## src/sv/chc_pkg.sv

```systemverilog
`default_nettype none

package chc_pkg;

   // item function codes
   typedef enum logic [1:0] {
      FUNC_HEADING   = 2'd0,
      FUNC_CAL_START = 2'd1,
      FUNC_CAL_DATA  = 2'd2,
      FUNC_CAL_END   = 2'd3
   } func_type;

   // configuration register indexes
   localparam logic [1:0] REG_TARGET = 2'd0;
   localparam logic [1:0] REG_HOLD   = 2'd1;
   localparam logic [1:0] REG_KP     = 2'd2;

   localparam logic [15:0] KP_RESET = 16'd256;
   localparam logic signed [15:0] TRACK_LOW_RESET  = 16'sh7FFF;
   localparam logic signed [15:0] TRACK_HIGH_RESET = 16'sh8000;
   localparam logic [15:0] COUNT_MAX = 16'hFFFF;

   // centered vector width and cordic datapath width (vector scaled by 2^8 plus growth)
   localparam int CENTER_W = 18;
   localparam int CORDIC_W = 29;

   localparam int QUEUE_DEPTH = 2;

   localparam int TAB_DEPTH = 24;
   localparam int TAB_IW    = 5;

   // atan(2^-i) as a fraction of a turn, scaled by 2^32
   localparam logic [31:0] ATAN_TURN_TAB [TAB_DEPTH] = '{
      32'd536870912, 32'd316933406, 32'd167458907, 32'd85004756, 32'd42667331,
      32'd21354465, 32'd10679838, 32'd5340245, 32'd2670163, 32'd1335087,
      32'd667544, 32'd333772, 32'd166886, 32'd83443, 32'd41722,
      32'd20861, 32'd10430, 32'd5215, 32'd2608, 32'd1304,
      32'd652, 32'd326, 32'd163, 32'd81
   };

   typedef struct packed {
      logic                       hdg;
      logic                       status;
      logic [15:0]                count;
      logic signed [CENTER_W-1:0] xc;
      logic signed [CENTER_W-1:0] yc;
   } entry_type;

   typedef struct packed {
      logic [15:0]        heading;
      logic               heading_valid;
      logic               drive_active;
      logic signed [15:0] heading_error;
      logic signed [23:0] turn_rate;
      logic               status;
      logic [15:0]        good_count;
   } result_type;

endpackage

`default_nettype wire

```

## src/sv/chc_front.sv

```systemverilog
`default_nettype none

module chc_front
   import chc_pkg::*;
(
   input  wire logic               clock,
   input  wire logic               reset,
   input  wire logic               push,
   output logic                    full,
   input  wire logic [1:0]         req_func,
   input  wire logic signed [15:0] req_x_raw,
   input  wire logic signed [15:0] req_y_raw,
   input  wire logic               req_sample_ok,
   input  wire logic               queue_full,
   output logic                    entry_push,
   output entry_type               entry
);

   logic signed [15:0] cal_x_low_ff, cal_x_high_ff, cal_y_low_ff, cal_y_high_ff;
   logic signed [15:0] cal_x_low_in, cal_x_high_in, cal_y_low_in, cal_y_high_in;
   logic signed [15:0] track_x_low_ff, track_x_high_ff, track_y_low_ff, track_y_high_ff;
   logic signed [15:0] track_x_low_in, track_x_high_in, track_y_low_in, track_y_high_in;
   logic [15:0]        count_ff, count_in;

   logic                       accept;
   func_type                   func;
   logic                       status;
   logic signed [CENTER_W-1:0] x2, y2, x_bias, y_bias;

   assign full       = queue_full;
   assign accept     = push && !queue_full;
   assign entry_push = accept;
   assign func       = func_type'(req_func);

   // hard-iron centering: 2x - (high + low)
   assign x2     = {req_x_raw[15], req_x_raw, 1'b0};
   assign y2     = {req_y_raw[15], req_y_raw, 1'b0};
   assign x_bias = {{2{cal_x_high_ff[15]}}, cal_x_high_ff}
                 + {{2{cal_x_low_ff[15]}}, cal_x_low_ff};
   assign y_bias = {{2{cal_y_high_ff[15]}}, cal_y_high_ff}
                 + {{2{cal_y_low_ff[15]}}, cal_y_low_ff};

   always_comb begin
      cal_x_low_in    = cal_x_low_ff;
      cal_x_high_in   = cal_x_high_ff;
      cal_y_low_in    = cal_y_low_ff;
      cal_y_high_in   = cal_y_high_ff;
      track_x_low_in  = track_x_low_ff;
      track_x_high_in = track_x_high_ff;
      track_y_low_in  = track_y_low_ff;
      track_y_high_in = track_y_high_ff;
      count_in        = count_ff;
      status          = 1'b0;
      case (func)
         FUNC_HEADING: begin
         end
         FUNC_CAL_START: begin
            track_x_low_in  = TRACK_LOW_RESET;
            track_x_high_in = TRACK_HIGH_RESET;
            track_y_low_in  = TRACK_LOW_RESET;
            track_y_high_in = TRACK_HIGH_RESET;
            count_in        = '0;
         end
         FUNC_CAL_DATA: begin
            if (req_sample_ok) begin
               if (req_x_raw < track_x_low_ff)  track_x_low_in  = req_x_raw;
               if (req_x_raw > track_x_high_ff) track_x_high_in = req_x_raw;
               if (req_y_raw < track_y_low_ff)  track_y_low_in  = req_y_raw;
               if (req_y_raw > track_y_high_ff) track_y_high_in = req_y_raw;
               if (count_ff != COUNT_MAX) count_in = count_ff + 16'd1;
            end
         end
         FUNC_CAL_END: begin
            if (count_ff == '0) begin
               status = 1'b1;
            end else begin
               cal_x_low_in  = track_x_low_ff;
               cal_x_high_in = track_x_high_ff;
               cal_y_low_in  = track_y_low_ff;
               cal_y_high_in = track_y_high_ff;
            end
         end
         default: begin
         end
      endcase
   end

   always_comb begin
      entry.hdg    = (func == FUNC_HEADING) && req_sample_ok;
      entry.status = status;
      entry.count  = count_in;
      entry.xc     = x2 - x_bias;
      entry.yc     = y2 - y_bias;
   end

   always_ff @(posedge clock) begin
      if (reset) begin
         cal_x_low_ff    <= '0;
         cal_x_high_ff   <= '0;
         cal_y_low_ff    <= '0;
         cal_y_high_ff   <= '0;
         track_x_low_ff  <= TRACK_LOW_RESET;
         track_x_high_ff <= TRACK_HIGH_RESET;
         track_y_low_ff  <= TRACK_LOW_RESET;
         track_y_high_ff <= TRACK_HIGH_RESET;
         count_ff        <= '0;
      end else if (accept) begin
         cal_x_low_ff    <= cal_x_low_in;
         cal_x_high_ff   <= cal_x_high_in;
         cal_y_low_ff    <= cal_y_low_in;
         cal_y_high_ff   <= cal_y_high_in;
         track_x_low_ff  <= track_x_low_in;
         track_x_high_ff <= track_x_high_in;
         track_y_low_ff  <= track_y_low_in;
         track_y_high_ff <= track_y_high_in;
         count_ff        <= count_in;
      end
   end

endmodule

`default_nettype wire

```

## src/sv/chc_queue.sv

```systemverilog
`default_nettype none

module chc_queue
   import chc_pkg::*;
(
   input  wire logic      clock,
   input  wire logic      reset,
   input  wire logic      push_en,
   input  wire entry_type push_data,
   output logic           full,
   input  wire logic      pop_en,
   output entry_type      pop_data,
   output logic           empty
);

   localparam int PTR_W = $clog2(QUEUE_DEPTH);

   entry_type          mem [QUEUE_DEPTH];
   logic [PTR_W-1:0]   wr_ptr_ff, wr_ptr_in;
   logic [PTR_W-1:0]   rd_ptr_ff, rd_ptr_in;
   logic [PTR_W:0]     level_ff, level_in;
   logic               do_push, do_pop;

   assign full     = (level_ff == (PTR_W + 1)'(QUEUE_DEPTH));
   assign empty    = (level_ff == '0);
   assign do_push  = push_en && !full;
   assign do_pop   = pop_en && !empty;
   assign pop_data = mem[rd_ptr_ff];

   always_comb begin
      wr_ptr_in = wr_ptr_ff;
      rd_ptr_in = rd_ptr_ff;
      level_in  = level_ff;
      if (do_push) begin
         wr_ptr_in = (wr_ptr_ff == PTR_W'(QUEUE_DEPTH - 1)) ? '0 : wr_ptr_ff + 1'b1;
      end
      if (do_pop) begin
         rd_ptr_in = (rd_ptr_ff == PTR_W'(QUEUE_DEPTH - 1)) ? '0 : rd_ptr_ff + 1'b1;
      end
      if (do_push && !do_pop) level_in = level_ff + 1'b1;
      else if (do_pop && !do_push) level_in = level_ff - 1'b1;
   end

   always_ff @(posedge clock) begin
      if (do_push) begin
         mem[wr_ptr_ff] <= push_data;
      end
   end

   always_ff @(posedge clock) begin
      if (reset) begin
         wr_ptr_ff <= '0;
         rd_ptr_ff <= '0;
         level_ff  <= '0;
      end else begin
         wr_ptr_ff <= wr_ptr_in;
         rd_ptr_ff <= rd_ptr_in;
         level_ff  <= level_in;
      end
   end

endmodule

`default_nettype wire

```

## src/sv/chc_back.sv

```systemverilog
`default_nettype none

module chc_back
   import chc_pkg::*;
#(
   parameter int ANGLE_BITS   = 16,
   parameter int CORDIC_STEPS = 16
) (
   input  wire logic        clock,
   input  wire logic        reset,
   input  wire logic        entry_valid,
   input  wire entry_type   entry,
   output logic             entry_pop,
   input  wire logic [15:0] target_heading,
   input  wire logic        hold_enable,
   input  wire logic [15:0] kp_gain,
   output logic             empty,
   input  wire logic        pop,
   output result_type       result
);

   localparam int STEP_W = $clog2(CORDIC_STEPS);
   localparam logic [32:0] TAB_ROUND = 33'(1) << (31 - ANGLE_BITS);
   localparam logic [ANGLE_BITS-1:0] HALF_TURN = ANGLE_BITS'(1) << (ANGLE_BITS - 1);

   typedef enum logic [4:0] {
      ST_IDLE    = 5'b00001,
      ST_ROTATE  = 5'b00010,
      ST_SCALE   = 5'b00100,
      ST_PRODUCT = 5'b01000,
      ST_EMIT    = 5'b10000
   } state_type;

   state_type                  state_ff, state_in;
   logic [STEP_W-1:0]          step_ff;
   logic signed [CORDIC_W-1:0] x_ff, y_ff;
   logic [ANGLE_BITS-1:0]      ang_ff;
   logic                       hdg_ff, drive_ff, status_ff;
   logic [15:0]                count_ff, heading_ff;
   logic signed [15:0]         err_ff;
   logic signed [23:0]         rate_ff;
   result_type                 res_ff;
   logic                       res_valid_ff;

   logic signed [CORDIC_W-1:0] x_init, y_init, x_shift, y_shift;
   logic [32:0]                tab_sum;
   logic [ANGLE_BITS-1:0]      step_angle;
   logic [15:0]                heading_round;
   logic signed [32:0]         product;
   logic                       res_free, last_step;

   assign x_init    = {{3{entry.xc[CENTER_W-1]}}, entry.xc, 8'b0};
   assign y_init    = {{3{entry.yc[CENTER_W-1]}}, entry.yc, 8'b0};
   assign x_shift   = x_ff >>> step_ff;
   assign y_shift   = y_ff >>> step_ff;
   assign tab_sum   = {1'b0, ATAN_TURN_TAB[TAB_IW'(step_ff)]} + TAB_ROUND;
   assign step_angle = ANGLE_BITS'(tab_sum >> (32 - ANGLE_BITS));
   assign last_step = (step_ff == STEP_W'(CORDIC_STEPS - 1));

   // angle to a 16-bit fraction of a turn
   generate
      if (ANGLE_BITS > 16) begin : g_round
         logic [ANGLE_BITS:0] ang_sum;
         assign ang_sum = {1'b0, ang_ff} + ((ANGLE_BITS + 1)'(1) << (ANGLE_BITS - 17));
         assign heading_round = ang_sum[ANGLE_BITS-16 +: 16];
      end else begin : g_widen
         assign heading_round = 16'(ang_ff) << (16 - ANGLE_BITS);
      end
   endgenerate

   assign product   = $signed({1'b0, kp_gain}) * err_ff;
   assign res_free  = !res_valid_ff || pop;
   assign entry_pop = (state_ff == ST_IDLE) && entry_valid;
   assign empty     = !res_valid_ff;
   assign result    = res_ff;

   always_comb begin
      state_in = state_ff;
      case (state_ff)
         ST_IDLE: begin
            if (entry_valid) begin
               if (!entry.hdg) state_in = ST_EMIT;
               else if (entry.xc == '0 && entry.yc == '0) state_in = ST_SCALE;
               else state_in = ST_ROTATE;
            end
         end
         ST_ROTATE:  if (last_step) state_in = ST_SCALE;
         ST_SCALE:   state_in = ST_PRODUCT;
         ST_PRODUCT: state_in = ST_EMIT;
         ST_EMIT:    if (res_free) state_in = ST_IDLE;
         default:    state_in = ST_IDLE;
      endcase
   end

   always_ff @(posedge clock) begin
      case (state_ff)
         ST_IDLE: begin
            step_ff    <= '0;
            hdg_ff     <= entry.hdg;
            drive_ff   <= entry.hdg && hold_enable;
            status_ff  <= entry.status;
            count_ff   <= entry.count;
            heading_ff <= '0;
            err_ff     <= '0;
            rate_ff    <= '0;
            // a zero vector takes the positive branch, so its angle stays 0
            if (entry.xc[CENTER_W-1]) begin
               x_ff   <= -x_init;
               y_ff   <= -y_init;
               ang_ff <= HALF_TURN;
            end else begin
               x_ff   <= x_init;
               y_ff   <= y_init;
               ang_ff <= '0;
            end
         end
         ST_ROTATE: begin
            step_ff <= step_ff + 1'b1;
            if (!y_ff[CORDIC_W-1]) begin
               x_ff   <= x_ff + y_shift;
               y_ff   <= y_ff - x_shift;
               ang_ff <= ang_ff + step_angle;
            end else begin
               x_ff   <= x_ff - y_shift;
               y_ff   <= y_ff + x_shift;
               ang_ff <= ang_ff - step_angle;
            end
         end
         ST_SCALE: begin
            heading_ff <= heading_round;
            err_ff     <= drive_ff ? $signed(target_heading - heading_round) : '0;
         end
         ST_PRODUCT: begin
            rate_ff <= product[31:8];
         end
         default: begin
         end
      endcase
   end

   always_ff @(posedge clock) begin
      if (state_ff == ST_EMIT && res_free) begin
         res_ff.heading       <= heading_ff;
         res_ff.heading_valid <= hdg_ff;
         res_ff.drive_active  <= drive_ff;
         res_ff.heading_error <= err_ff;
         res_ff.turn_rate     <= rate_ff;
         res_ff.status        <= status_ff;
         res_ff.good_count    <= count_ff;
      end
   end

   always_ff @(posedge clock) begin
      if (reset) begin
         state_ff     <= ST_IDLE;
         res_valid_ff <= 1'b0;
      end else begin
         state_ff <= state_in;
         if (state_ff == ST_EMIT && res_free) res_valid_ff <= 1'b1;
         else if (pop) res_valid_ff <= 1'b0;
      end
   end

endmodule

`default_nettype wire

```

## src/sv/compass_heading_with_hold.sv

```systemverilog
// Magnetometer heading with hard-iron centering and heading hold.
// Input queue side: drive req_* with push; the transaction is taken on a
// clock edge with push high and full low. Result queue side: the oldest
// result sits on rsp_* while empty is low and leaves on an edge with pop high.
// Every transaction gives exactly one result, in order.
// Calibration transactions update the min/max trackers in the front end at
// acceptance and pass from the queue through the back end's emit state, as
// does a heading sample with sample_ok low; the back end takes one entry at a
// time. A good heading sample goes through an iterative CORDIC in the back end,
// one rotation per cycle, then the scale and product steps before it appears
// (a zero vector skips the rotations); the CORDIC unit handles one sample at
// a time. A two-entry queue sits between front and back.
// A stalled result (pop low) holds the back end; once the queue fills, full
// rises. Registers on the APB port: 0x0 target heading, 0x4 hold enable,
// 0x8 gain (Q8.8); write them only while the block is idle.
// Synchronous reset empties both queues, clears the calibration to zero and
// restarts the trackers; gain resets to 1.0, hold off, target 0.
`default_nettype none

module compass_heading_with_hold
   import chc_pkg::*;
#(
   parameter int ANGLE_BITS   = 16,
   parameter int CORDIC_STEPS = 16
) (
   input  wire logic               clock,
   input  wire logic               reset,
   input  wire logic               push,
   output logic                    full,
   input  wire logic [1:0]         req_func,
   input  wire logic signed [15:0] req_x_raw,
   input  wire logic signed [15:0] req_y_raw,
   input  wire logic               req_sample_ok,
   output logic                    empty,
   input  wire logic               pop,
   output logic [15:0]             rsp_heading,
   output logic                    rsp_heading_valid,
   output logic                    rsp_drive_active,
   output logic signed [15:0]      rsp_heading_error,
   output logic signed [23:0]      rsp_turn_rate,
   output logic                    rsp_status,
   output logic [15:0]             rsp_good_count,
   input  wire logic               psel,
   input  wire logic               penable,
   input  wire logic               pwrite,
   input  wire logic [3:0]         paddr,
   input  wire logic [31:0]        pwdata,
   output logic [31:0]             prdata,
   output logic                    pready
);

   logic [15:0] target_ff;
   logic        hold_ff;
   logic [15:0] kp_ff;
   logic        csr_write;

   logic       queue_full, queue_empty, entry_push, entry_pop;
   entry_type  entry_in, entry_out;
   result_type result;

   assign pready    = 1'b1;
   assign csr_write = psel && penable && pwrite && pready;

   always_ff @(posedge clock) begin
      if (reset) begin
         target_ff <= '0;
         hold_ff   <= 1'b0;
         kp_ff     <= KP_RESET;
      end else if (csr_write) begin
         case (paddr[3:2])
            REG_TARGET: target_ff <= pwdata[15:0];
            REG_HOLD:   hold_ff   <= pwdata[0];
            REG_KP:     kp_ff     <= pwdata[15:0];
            default: begin
            end
         endcase
      end
   end

   always_comb begin
      case (paddr[3:2])
         REG_TARGET: prdata = {16'b0, target_ff};
         REG_HOLD:   prdata = {31'b0, hold_ff};
         REG_KP:     prdata = {16'b0, kp_ff};
         default:    prdata = '0;
      endcase
   end

   chc_front u_front (
      .clock         (clock),
      .reset         (reset),
      .push          (push),
      .full          (full),
      .req_func      (req_func),
      .req_x_raw     (req_x_raw),
      .req_y_raw     (req_y_raw),
      .req_sample_ok (req_sample_ok),
      .queue_full    (queue_full),
      .entry_push    (entry_push),
      .entry         (entry_in)
   );

   chc_queue u_queue (
      .clock     (clock),
      .reset     (reset),
      .push_en   (entry_push),
      .push_data (entry_in),
      .full      (queue_full),
      .pop_en    (entry_pop),
      .pop_data  (entry_out),
      .empty     (queue_empty)
   );

   chc_back #(
      .ANGLE_BITS   (ANGLE_BITS),
      .CORDIC_STEPS (CORDIC_STEPS)
   ) u_back (
      .clock          (clock),
      .reset          (reset),
      .entry_valid    (!queue_empty),
      .entry          (entry_out),
      .entry_pop      (entry_pop),
      .target_heading (target_ff),
      .hold_enable    (hold_ff),
      .kp_gain        (kp_ff),
      .empty          (empty),
      .pop            (pop),
      .result         (result)
   );

   assign rsp_heading       = result.heading;
   assign rsp_heading_valid = result.heading_valid;
   assign rsp_drive_active  = result.drive_active;
   assign rsp_heading_error = result.heading_error;
   assign rsp_turn_rate     = result.turn_rate;
   assign rsp_status        = result.status;
   assign rsp_good_count    = result.good_count;

endmodule

`default_nettype wire

```

## config.mk

```make
export PLATFORM = sky130hd
export DESIGN_NAME = compass_heading_with_hold
export DESIGN_NICKNAME = d
export VERILOG_FILES = /design/src/sv/chc_pkg.sv /design/src/sv/chc_front.sv /design/src/sv/chc_queue.sv /design/src/sv/chc_back.sv /design/src/sv/compass_heading_with_hold.sv
export SDC_FILE = /design/constraint.sdc
export NUM_CORES = 2
export LEC_CHECK = 0
export ABC_AREA = 1
export BUFFER_PORTS_ARGS = -buffer_cell sky130_fd_sc_hd__buf_2
export CORE_MARGIN = 2
export CORE_UTILIZATION = 40
export CTS_CLUSTER_DIAMETER = 150
export CTS_CLUSTER_SIZE = 8
export DETAILED_ROUTE_END_ITERATION = 10
export PLACE_DENSITY_LB_ADDON = 0.2
export SLEW_MARGIN = 20
export SYNTH_ARGS = -nofsm -noshare
export SYNTH_HDL_FRONTEND = slang
export SYNTH_SLANG_ARGS = --single-unit
```

## constraint.sdc

```tcl
create_clock -name clock -period 9.6 [get_ports clock]
set_input_delay 1.92 -clock clock [delete_from_list [all_inputs] [get_ports clock]]
set_output_delay 1.92 -clock clock [all_outputs]
set_load 0.005 [all_outputs]
```

==> qor.yml <==
worst_slew_pin_slew_ps: 1100
period_minus_slack_ps: 6470
ys_ff_latch: 524
hold_buffers: 0
finClkSkew_ps: 31.8
yosys-top-cells-count: "nand2_1 (1218), inv_1 (814), nor2_1 (400)"
overflow: 0
power_density_nw_per_um2: 368
drc: 0
synth_cell_types: 69
cp.required_ps: 9990
start_util: 0.403
row_count: 119
hpwl_um: 85100
place.port_buffers: 152
ir_drop_uv: 219
grt_max_degree: 84
path_max_fanout: 17
seq_area_um2: 13900
yosysSeqAreaShare: 0.327
antenna_found_initial: 5
cts_resized: 0
core-area_um2: 105000
synthArstFlopShare: 0
grt_pass1_wl_um: 186000
viasPerCell: 5.10
worst-r2r-setup-slack_ps: 3130
fmax_mhz: 155
setup_tns_ps: 0
clk_path_buf_depth: 3
worstPathArrival_ps: 6850
grtUsageTotal: 0.215
startpoint_type: "register"
wl_per_cell_um: 16.8
num-nets-final: 6090
yosys_warnings: 0
yosysTopAreaCellShare: 0.238
cts_max_level: 3
fillers: 10600
whs_ps: 414
slew_headroom: 0.262
place.gp.congestion: 0.881
syn_area_per_cell_um2: 7.84
hold_class: "register to register"
synth_area_leaders: "edfxtp_1 (24%), fa_1 (11%), nand2_1 (11%)"
drv_cap: 0
grt_pass1_vias: 33900
clock-sinks: 524
rsz0062_at_grt: "no"
finalHoldViolations: 0
clkSlewWorstSetupHoldPaths_ps: 60
synth_area_um2: 42400
setup_viol: 0
slew_viol_final: 0
synthToLayoutAreaGrowth_pct: 9.58
synth_most_common_cell: "nand2_1"
chipHeight_um: 330
synth_edf_count: 336
finalCritPeriodShare: 0.674
p_leak_uw: 0.0220
drive_gt1_frac: 0.0734
clock_latency_ps: 660
ioPinCount: 188
syn-instance-count: 5412
yosysTopAreaCell: "edfxtp_1"
routed_wirelength_um: 116000
cts-root-buf: "clkbuf_16"
cts_tree: "yes"
die_x_um: 330
vias: 35300
numCtsBuffers: 75
synth_ff_type: "edfxtp_1"
cts_setup_buffers: 0
drt-initial-drc-count: 2634
final_antenna_net_count: 0
status: "finished, final reports clean"
endpoint_kind: "register"
dieArea_um2: 109000
dr.pass1.iters: 6
multi_input_area_um2: 24400
critPathKind: "register to register"
## critical path, cell delays in order, from the launching register on
cell	delay (ps)
edfxtp_1	940
nand2_1	170
fa_1	520
fa_1	520
fa_1	520
inv_1	60
fa_1	520
fa_1	550
inv_1	60
fa_1	530
inv_1	40
ha_1	340
nand2_1	80
nor2_1	140
nand2_1	70
o21ai_1	290
a21oi_1	170
o21ai_1	320
nand2_1	130
a21oi_1	150
nor2_1	70
## registers in the layout, indices dropped and copies added (netlist names), 24 cells and up, named ones only
signal / count
u_back.y_ff: 29
u_back.result: 75
u_queue.mem: 108
u_back.rate_ff: 24
u_back.x_ff: 29
## layout make-up
class | count | share of cell area
multi-input combinational | 3838 | 0.526
sequential | 524 | 0.298
inverter | 831 | 0.0673
clock buffer | 121 | 0.0441
tap | 1391 | 0.0374
timing repair buffer | 193 | 0.0231
clock inverter | 8 | 0.00396
antenna | 2 | 0.000108
## layer usage
layer,vias to the layer above,share of wire,global-route usage
li1,17800,-,-
met1,16400,0.46,0.299
met2,931,0.45,0.345
met3,177,0.059,0.0338
met4,4,0.027,0.0615
met5,-,0.00022,0
## power breakdown
part / switching (uW) / internal (uW)
combinational: 7130 / 3590
sequential: 558 / 3280
clock: 1050 / 1490
## kinds of logic (layout without fill, tap and decap cells)
kind of cell	Yosys count	in the layout	share of synthesized area
XOR/XNOR	125	125	0.0258
flip-flops	524	524	0.327
buffers and inverters	1065	1153	0.100
multiplexers	9	9	0.00212
AO/OA/AOI/OAI	925	925	0.121
adder cells (fa/ha/maj)	549	549	0.202
AND/OR/NAND/NOR	2213	2213	0.221
other	2	19	0.000177
## path summary, 6_finish.rpt
kind	start	endpoint	cells past startpoint
setup / recovery	u_back.err_ff[2]$_SDFFCE_PN0P_	u_back.rate_ff[17]$_SDFFCE_PN0P_	20
hold / removal	u_back.count_ff[6]$_DFFE_PP_	u_back.result[6]$_DFFE_PP_	0
setup reg to reg	u_back.err_ff[2]$_SDFFCE_PN0P_	u_back.rate_ff[17]$_SDFFCE_PN0P_	20
hold reg to reg	u_back.count_ff[6]$_DFFE_PP_	u_back.result[6]$_DFFE_PP_	0
## placed cells by master (no fill, tap or decap), types with 40 or more instances in the layout
cell / n
nand2_1: 1215
inv_1: 813
nor2_1: 397
nand3_1: 388
a21oi_1: 377
edfxtp_1: 336
o21ai_0: 329
ha_1: 320
fa_1: 229
dfxtp_1: 187
buf_2: 152
xor2_1: 86
clkbuf_16: 75
clkbuf_1: 46
nand4_1: 42
buf_4: 40
## through the flow
stage / utilization / cells / setup WS [ps] / total power, uW / area [um^2]
after floorplan: - / 5427 / 3820 / 11700 / 42500
after detailed placement: 0.420 / 6776 / 3140 / 14500 / 44200
after CTS: 0.441 / 6905 / 3100 / 17100 / 46500
after global placement: 0.420 / 6776 / 3120 / 14400 / 44200
final: 0.442 / 6908 / 3130 / 17100 / 46500
after global routing: 0.442 / 6907 / 2670 / 18800 / 46500
No activity file was read; power rests on OpenSTA's default activity.
